## src/ttps_pkg.sv

```systemverilog
package ttps_pkg;

  localparam int unsigned KEY_W   = 64;
  localparam int unsigned DEPTH_W = 8;
  localparam int unsigned SCORE_W = 16;
  localparam int unsigned MOVE_W  = 16;
  localparam int unsigned BOUND_W = 2;
  localparam int unsigned AGE_W   = 8;

  typedef enum logic {
    FUNC_PROBE = 1'b0,
    FUNC_STORE = 1'b1
  } func_e;

  typedef enum logic [BOUND_W-1:0] {
    BOUND_EXACT = 2'd0,
    BOUND_UPPER = 2'd1,
    BOUND_LOWER = 2'd2
  } bound_e;

  typedef struct packed {
    logic                      valid;
    logic [KEY_W-1:0]          key;
    logic [DEPTH_W-1:0]        depth;
    logic [MOVE_W-1:0]         move;
    logic signed [SCORE_W-1:0] score;
    logic [BOUND_W-1:0]        bound;
    logic [AGE_W-1:0]          age;
  } entry_t;

  localparam int unsigned ENTRY_W = $bits(entry_t);

endpackage

```

## src/ttps_index_unit.sv

```systemverilog
module ttps_index_unit #(
  parameter int unsigned TABLE_ENTRIES = 4096
) (
  input  logic                              clk_i,
  input  logic                              rst_ni,
  input  logic                              start_i,
  input  logic [ttps_pkg::KEY_W-1:0]        key_i,
  output logic                              done_o,
  output logic [$clog2(TABLE_ENTRIES)-1:0]  index_o
);

  localparam int unsigned IdxW = $clog2(TABLE_ENTRIES);
  localparam bit          IsPow2 = (TABLE_ENTRIES & (TABLE_ENTRIES - 1)) == 0;

  logic done_q;

  assign done_o = done_q;

  if (IsPow2) begin : g_pow2
    logic [IdxW-1:0] idx_q;

    always_ff @(posedge clk_i or negedge rst_ni) begin
      if (!rst_ni) begin
        done_q <= 1'b0;
      end else begin
        done_q <= start_i;
      end
    end

    always_ff @(posedge clk_i) begin
      if (start_i) begin
        idx_q <= key_i[IdxW-1:0];
      end
    end

    assign index_o = idx_q;
  end else begin : g_reduce
    localparam int unsigned Steps  = 4;
    localparam int unsigned Cycles = ttps_pkg::KEY_W / Steps;
    localparam int unsigned CntW   = $clog2(Cycles);

    logic                       busy_q;
    logic [CntW-1:0]            cnt_q;
    logic [ttps_pkg::KEY_W-1:0] key_q;
    logic [IdxW-1:0]            rem_q;
    logic [IdxW-1:0]            rem_d;

    always_comb begin
      logic [IdxW:0] t;
      rem_d = rem_q;
      for (int i = 0; i < Steps; i++) begin
        t = {rem_d, key_q[ttps_pkg::KEY_W-1-i]};
        if (t >= (IdxW+1)'(TABLE_ENTRIES)) begin
          t = t - (IdxW+1)'(TABLE_ENTRIES);
        end
        rem_d = t[IdxW-1:0];
      end
    end

    always_ff @(posedge clk_i or negedge rst_ni) begin
      if (!rst_ni) begin
        busy_q <= 1'b0;
        done_q <= 1'b0;
        cnt_q  <= '0;
      end else begin
        done_q <= 1'b0;
        if (start_i) begin
          busy_q <= 1'b1;
          cnt_q  <= '0;
        end else if (busy_q) begin
          cnt_q <= cnt_q + CntW'(1);
          if (cnt_q == CntW'(Cycles - 1)) begin
            busy_q <= 1'b0;
            done_q <= 1'b1;
          end
        end
      end
    end

    always_ff @(posedge clk_i) begin
      if (start_i) begin
        key_q <= key_i;
        rem_q <= '0;
      end else if (busy_q) begin
        key_q <= key_q << Steps;
        rem_q <= rem_d;
      end
    end

    assign index_o = rem_q;
  end

endmodule

```

## config.mk

```make
export PLATFORM = sky130hd
export DESIGN_NAME = ttps_index_unit
export DESIGN_NICKNAME = d
export VERILOG_FILES = /design/src/ttps_pkg.sv /design/src/ttps_index_unit.sv
export SDC_FILE = /design/constraint.sdc
export NUM_CORES = 1
export LEC_CHECK = 0
export BUFFER_PORTS_ARGS = -buffer_cell sky130_fd_sc_hd__buf_2
export CAP_MARGIN = 20
export CORE_MARGIN = 2
export CORE_UTILIZATION = 23
export DETAILED_ROUTE_END_ITERATION = 8
export PLACE_DENSITY = 0.75
export RECOVER_POWER = 100
export REMOVE_ABC_BUFFERS = 1
export SKIP_LAST_GASP = 1
export SYNTH_ARGS = -nofsm -noshare
export SYNTH_HDL_FRONTEND = slang
export SYNTH_SLANG_ARGS = --single-unit
```

## constraint.sdc

```tcl
create_clock -name clk_i -period 0.8 [get_ports clk_i]
set_clock_uncertainty 0.1 [all_clocks]
set_input_delay 0 -clock clk_i [delete_from_list [all_inputs] [get_ports clk_i]]
set_output_delay 0 -clock clk_i [all_outputs]
set_load 0.1 [all_outputs]
```

==> impl_metrics.ini, run 1 <==
[status]
outcome = finished with violations
violations = setup timing

[route]
avgViaCountPerCell = 3.92
wl_per_cell_um = 11.8
route.antenna.remaining_nets = 0
wirelength_um = 883
drc = 0
drt_iter0_markers = 2
drt_pass1_iterations = 2
num_vias = 294

[die]
start_util_pct = 25.0
rows = 14
die_h_um = 44.9
coreArea_mm2 = 0.00154
die_x_um = 44.9
die_area_mm2 = 0.00202
ios = 80

[logic_synthesis]
yosysMostFrequentCell = edfxtp_1
synth-simple-area-share_pct = 0
syn_avg_cell_area_um2 = 29.6
yosys-top-cells-area = edfxtp_1 94%, dfrtp_1 6.5%
yosys_register_bits = 13
async_reset_ff_share_pct = 7.69
ys_seq_area_share_pct = 100
yosysWarningCount = 0
synth_xor_xnor_area_share_pct = 0
synth_edf_count = 12
synth_compound_area_share_pct = 0
synth_ff_type = edfxtp_1
synth_mux_area_share_pct = 0
synth_cells = 13
synth.cell_area_um2 = 385
ys_types = 2
synth_commonest_cells = 12 x edfxtp_1, 1 x dfrtp_1
synth_fa_ha_area_share_pct = 0
synth_area_leader_cell = edfxtp_1
synth_top_area_share_pct = 93.5

[min_path]
holdCritStartpoint = start_i
holdPathEnd = index_o[6]
hold_depth = 1
hp-class = input port to flip-flop

[cts]
cts_tree = built
cts-root-buf = clkbuf_4
numClockSinks = 13
cts_buffers = 3
clockBufferDepth = 2
htree_levels = 1
post_cts.repair.setup_buffers = 0
clkTransAtPathRegs_ps = 80

[sta]
finalHoldViolCount = 0
setup_ws_ps = -192
fin_crit_sh_pct = 124
drv_slew = 0
relSlewSlack_pct = 82.2
grt_setup_unrepaired = yes
setup_viol = 13
fin_crit_ps = 992
worst_slew_pin_slew_ps = 267
fmax_mhz = 1010

[critical_path]
crit_chain = buf_12
crit_fanout = 1
path_buf_inv = 1
critical_path_class = flip-flop to output pin
setup.worst_path.start_class = flip-flop
arrival_ps = 890
crit_family = flip-flops
cp_slowest_cell = edfxtp_1
required_ps = 700
slowest_delay_ps = 420
end_kind = output pin

[layout]
drive_above_1_share_pct = 49.2
design_area_um2 = 911
syn_to_final_growth_pct = 136
multi_input_area_um2 = 0
diodes = 0
final_util_pct = 59.1
fin_nets = 127
multi_input_gates = 0

[global_routing]
gr-usage-all-layers_pct = 11.3
grt_pass1_vias = 326
grt_max_degree = 14
grt_overflow = 0
grt_pass1_wl_mm = 1.44
antenna_found_initial = 0

[placement]
place_area_um2 = 736
gp_congestion = 0.599
portBuffers = 27

[power]
vdd_drop_max_v = 0.00117
p_leak_uw = 0.000381
p_per_area_mw_per_mm2 = 2100

[job]
maxCapViolCount = 0
per-stage QoR:
stage | setup slack [ps] | total power, uW | setup TNS [ps] | hold slack (ps) | instances
after floorplan | -204 | 1200 | -2630 | -396 | 13
after global placement | 118 | 1480 | 0 | -325 | 56
after detailed placement | 106 | 1480 | 0 | -324 | 56
after CTS | -198 | 1930 | -2390 | 14.4 | 75
after global routing | -228 | 2000 | -2770 | 3.84 | 75
final | -192 | 1920 | -2310 | 10.8 | 75
routing by layer:
metal  part of all wire (%)  global-route usage (%)  routed length (um)
met3                     10                    5.20                  92
met4                    2.3                    7.06                  20
met5                      0                       0                   0
met2                     54                    20.0                 480
met1                     33                    10.2                 289
cells by family after synthesis:
group,Yosys count
flops,13
final cells by class:
cell class | instances | area (um^2)
fill | 112 | 631
timing repair buffer | 42 | 479
sequential | 13 | 385
clock buffer | 4 | 26.3
tap | 16 | 20.0
placed cells by master (no fill, tap or decap), drive strengths merged:
| cell | Yosys | final |
|---|---|---|
| edfxtp | 12 | 12 |
| dfrtp | 1 | 1 |
| dlygate4sd3 | 0 | 15 |
| buf | 0 | 26 |
| clkbuf | 0 | 5 |
timing repair:
| item | 4_1_cts | 5_1_grt |
|---|---|---|
| gates resized for setup | 0 | 0 |
| hold endpoints to repair | 14 | 0 |
| hold buffers | 15 | 0 |
| setup endpoints to repair | 13 | 13 |
how the worst max path moves through the flow:
| stage | startpoint | end | cells past startpoint |
|---|---|---|---|
| after CTS | index_o[5] | index_o[5] | 1 |
| after detailed placement | index_o[5] | index_o[5] | 1 |
| after global routing | index_o[5] | index_o[5] | 1 |
| after global placement | index_o[5] | index_o[5] | 1 |
| final | index_o[6] | index_o[6] | 1 |
| after floorplan | index_o[0] | index_o[0] | 0 |
where the power goes:
| part | internal, uW | switching, uW | total [uW] |
|---|---|---|---|
| registers | 803 | 40.3 | 843 |
| clock network | 193 | 202 | 396 |
| logic | 258 | 421 | 679 |
| total | 1250 | 663 | 1920 |
registers in the layout, indices dropped and copies added (netlist names):
name     cells
index_o     12
done_o       1
No activity file was read; power rests on OpenSTA's default activity.
==> inputs of run 2 (changes only) <==
--- a/config.mk
+++ b/config.mk
@@ -7,10 +7,13 @@
 export LEC_CHECK = 0
 export BUFFER_PORTS_ARGS = -buffer_cell sky130_fd_sc_hd__buf_2
 export CAP_MARGIN = 20
+export CELL_PAD_IN_SITES_DETAIL_PLACEMENT = 0
+export CELL_PAD_IN_SITES_GLOBAL_PLACEMENT = 1
+export CORE_ASPECT_RATIO = 2
 export CORE_MARGIN = 2
-export CORE_UTILIZATION = 23
+export CORE_UTILIZATION = 14
 export DETAILED_ROUTE_END_ITERATION = 8
-export PLACE_DENSITY = 0.75
+export PLACE_DENSITY = 0.73
 export RECOVER_POWER = 100
 export REMOVE_ABC_BUFFERS = 1
 export SKIP_LAST_GASP = 1
==> run 2 against run 1 <==
  * The flow finishes with violations (hold timing, setup timing)
  * Total power up 8.9%
  * Die area up 59%
  * Sequential power up 0.6%
  * Critical path type unchanged
==> impl_metrics.ini, run 2 (synthesis gave the netlist of run 1 again) <==
[power]
finalPower_uw = 2090
p_per_area_mw_per_mm2 = 2230
vdd_drop_max_v = 0.00142
p_leak_uw = 0.000382

[layout]
multi_input_area_um2 = 0
instances_no_fill = 87
largest_register_ffs = 12
drive_above_1_share_pct = 48.3
final_util_pct = 34.6
multi_input_gates = 0
syn_to_final_growth_pct = 143
final_cell_mix = 14 x dlygate4sd3_1, 13 x buf_12, 12 x edfxtp_1
final_common_cell = dlygate4sd3_1
design_area_um2 = 935
fin_nets = 126
diodes = 0

[global_routing]
antenna_found_initial = 0
gr-usage-all-layers_pct = 7.40
grt_pass1_wl_mm = 1.53
grt_max_degree = 14
grt_pass1_vias = 355
grt_overflow = 0

[sta]
fin_crit_sh_pct = 120
relSlewSlack_pct = 80.0
fmax_mhz = 1040
holdWs_ps = -48.8
grt_setup_unrepaired = yes
finalHoldViolCount = 1
setup_viol = 14
setup_ws_ps = -160
fin_crit_ps = 960
drv_slew = 0
worst_slew_pin_slew_ps = 301

[placement]
gp_congestion = 0.671
place_inst = 69
place_area_um2 = 752
portBuffers = 27
place_ws_ps = 92.7

[route]
avgViaCountPerCell = 3.55
wl_per_cell_um = 10.6
drt_pass1_iterations = 3
drt_iter0_markers = 1
drc = 0
wirelength_um = 923
num_vias = 309
route.antenna.remaining_nets = 0

[die]
die_h_um = 78.2
start_util_pct = 14.3
die_x_um = 41.1
die_area_mm2 = 0.00321
rows = 27
ios = 80
coreArea_mm2 = 0.00270

[status]
outcome = finished with violations
violations = hold timing, setup timing

[cts]
cts-root-buf = clkbuf_8
post_cts.repair.setup_buffers = 0
clockBufferDepth = 2
cts_buffers = 3
htree_levels = 1
clkTransAtPathRegs_ps = 50
ctsHoldBuffers = 15
numClockSinks = 13
cts_tree = built

[min_path]
hp-class = input port to async pin

[critical_path]
crit_chain = buf_12
required_ps = 700
setup.worst_path.start_class = flip-flop
slowest_delay_ps = 430
crit_family = flip-flops
critical_path_class = flip-flop to output pin
cp_slowest_cell = edfxtp_1
arrival_ps = 860
path_buf_inv = 1
crit_fanout = 1
end_kind = output pin

[job]
maxCapViolCount = 0
==> run 2: changes by cell type in the layout (fill, tap and decap cells not counted), sizes merged <==
| cell | before | now |
|---|---|---|
| buf | 26 | 24 |
| dlygate4sd3 | 15 | 14 |
| clkbuf | 5 | 7 |
==> run 2: path summary, 6_finish.rpt <==
| path | startpoint | end | slack [ps] | depth (start not counted) |
|---|---|---|---|---|
| max in group asynchronous | rst_ni | done_o | 550 | 2 |
| hold / removal | rst_ni | done_o | -50 | 2 |
| min in group clk_i | start_i | index_o[2] | 100 | 1 |
| setup / recovery | index_o[9] | index_o[9] | -160 | 1 |
==> run 2: routing by layer <==
metal  wire length [um]  track usage, %  share of wire, %  vias to the layer above
li1                   -               -                 -                      140
met2                449            11.7                49                       31
met5                  0               0                 0                        -
met1                331            8.07                36                      135
met3                112            1.69                12                        3
met4                 30            4.84               3.3                        0
==> run 2: layout make-up <==
class	count	area, um^2
clock buffer	4	45.0
fill	261	1770
sequential	13	385
tap	29	36.3
timing repair buffer	41	468
==> run 2: timing repair <==
action	CTS	global route
setup endpoints to repair	13	15
gates resized for setup	0	1
hold endpoints to repair	14	1
==> run 2: where the power goes <==
part           leakage [uW]  internal (uW)  switching (uW)
Combinational      0.000230            254             419
Clock             0.0000228            351             216
Sequential         0.000129            805            43.1
Total              0.000382           1410             679
==> run 2: stage by stage <==
step | hold slack, ps | setup TNS [ps]
3_5_place_dp | -321 | 0
3_3_place_gp | -321 | 0
2_1_floorplan | -396 | -2630
6_report | -48.8 | -1850
4_1_cts | 52.3 | -1980
5_1_grt | -7.49 | -2240
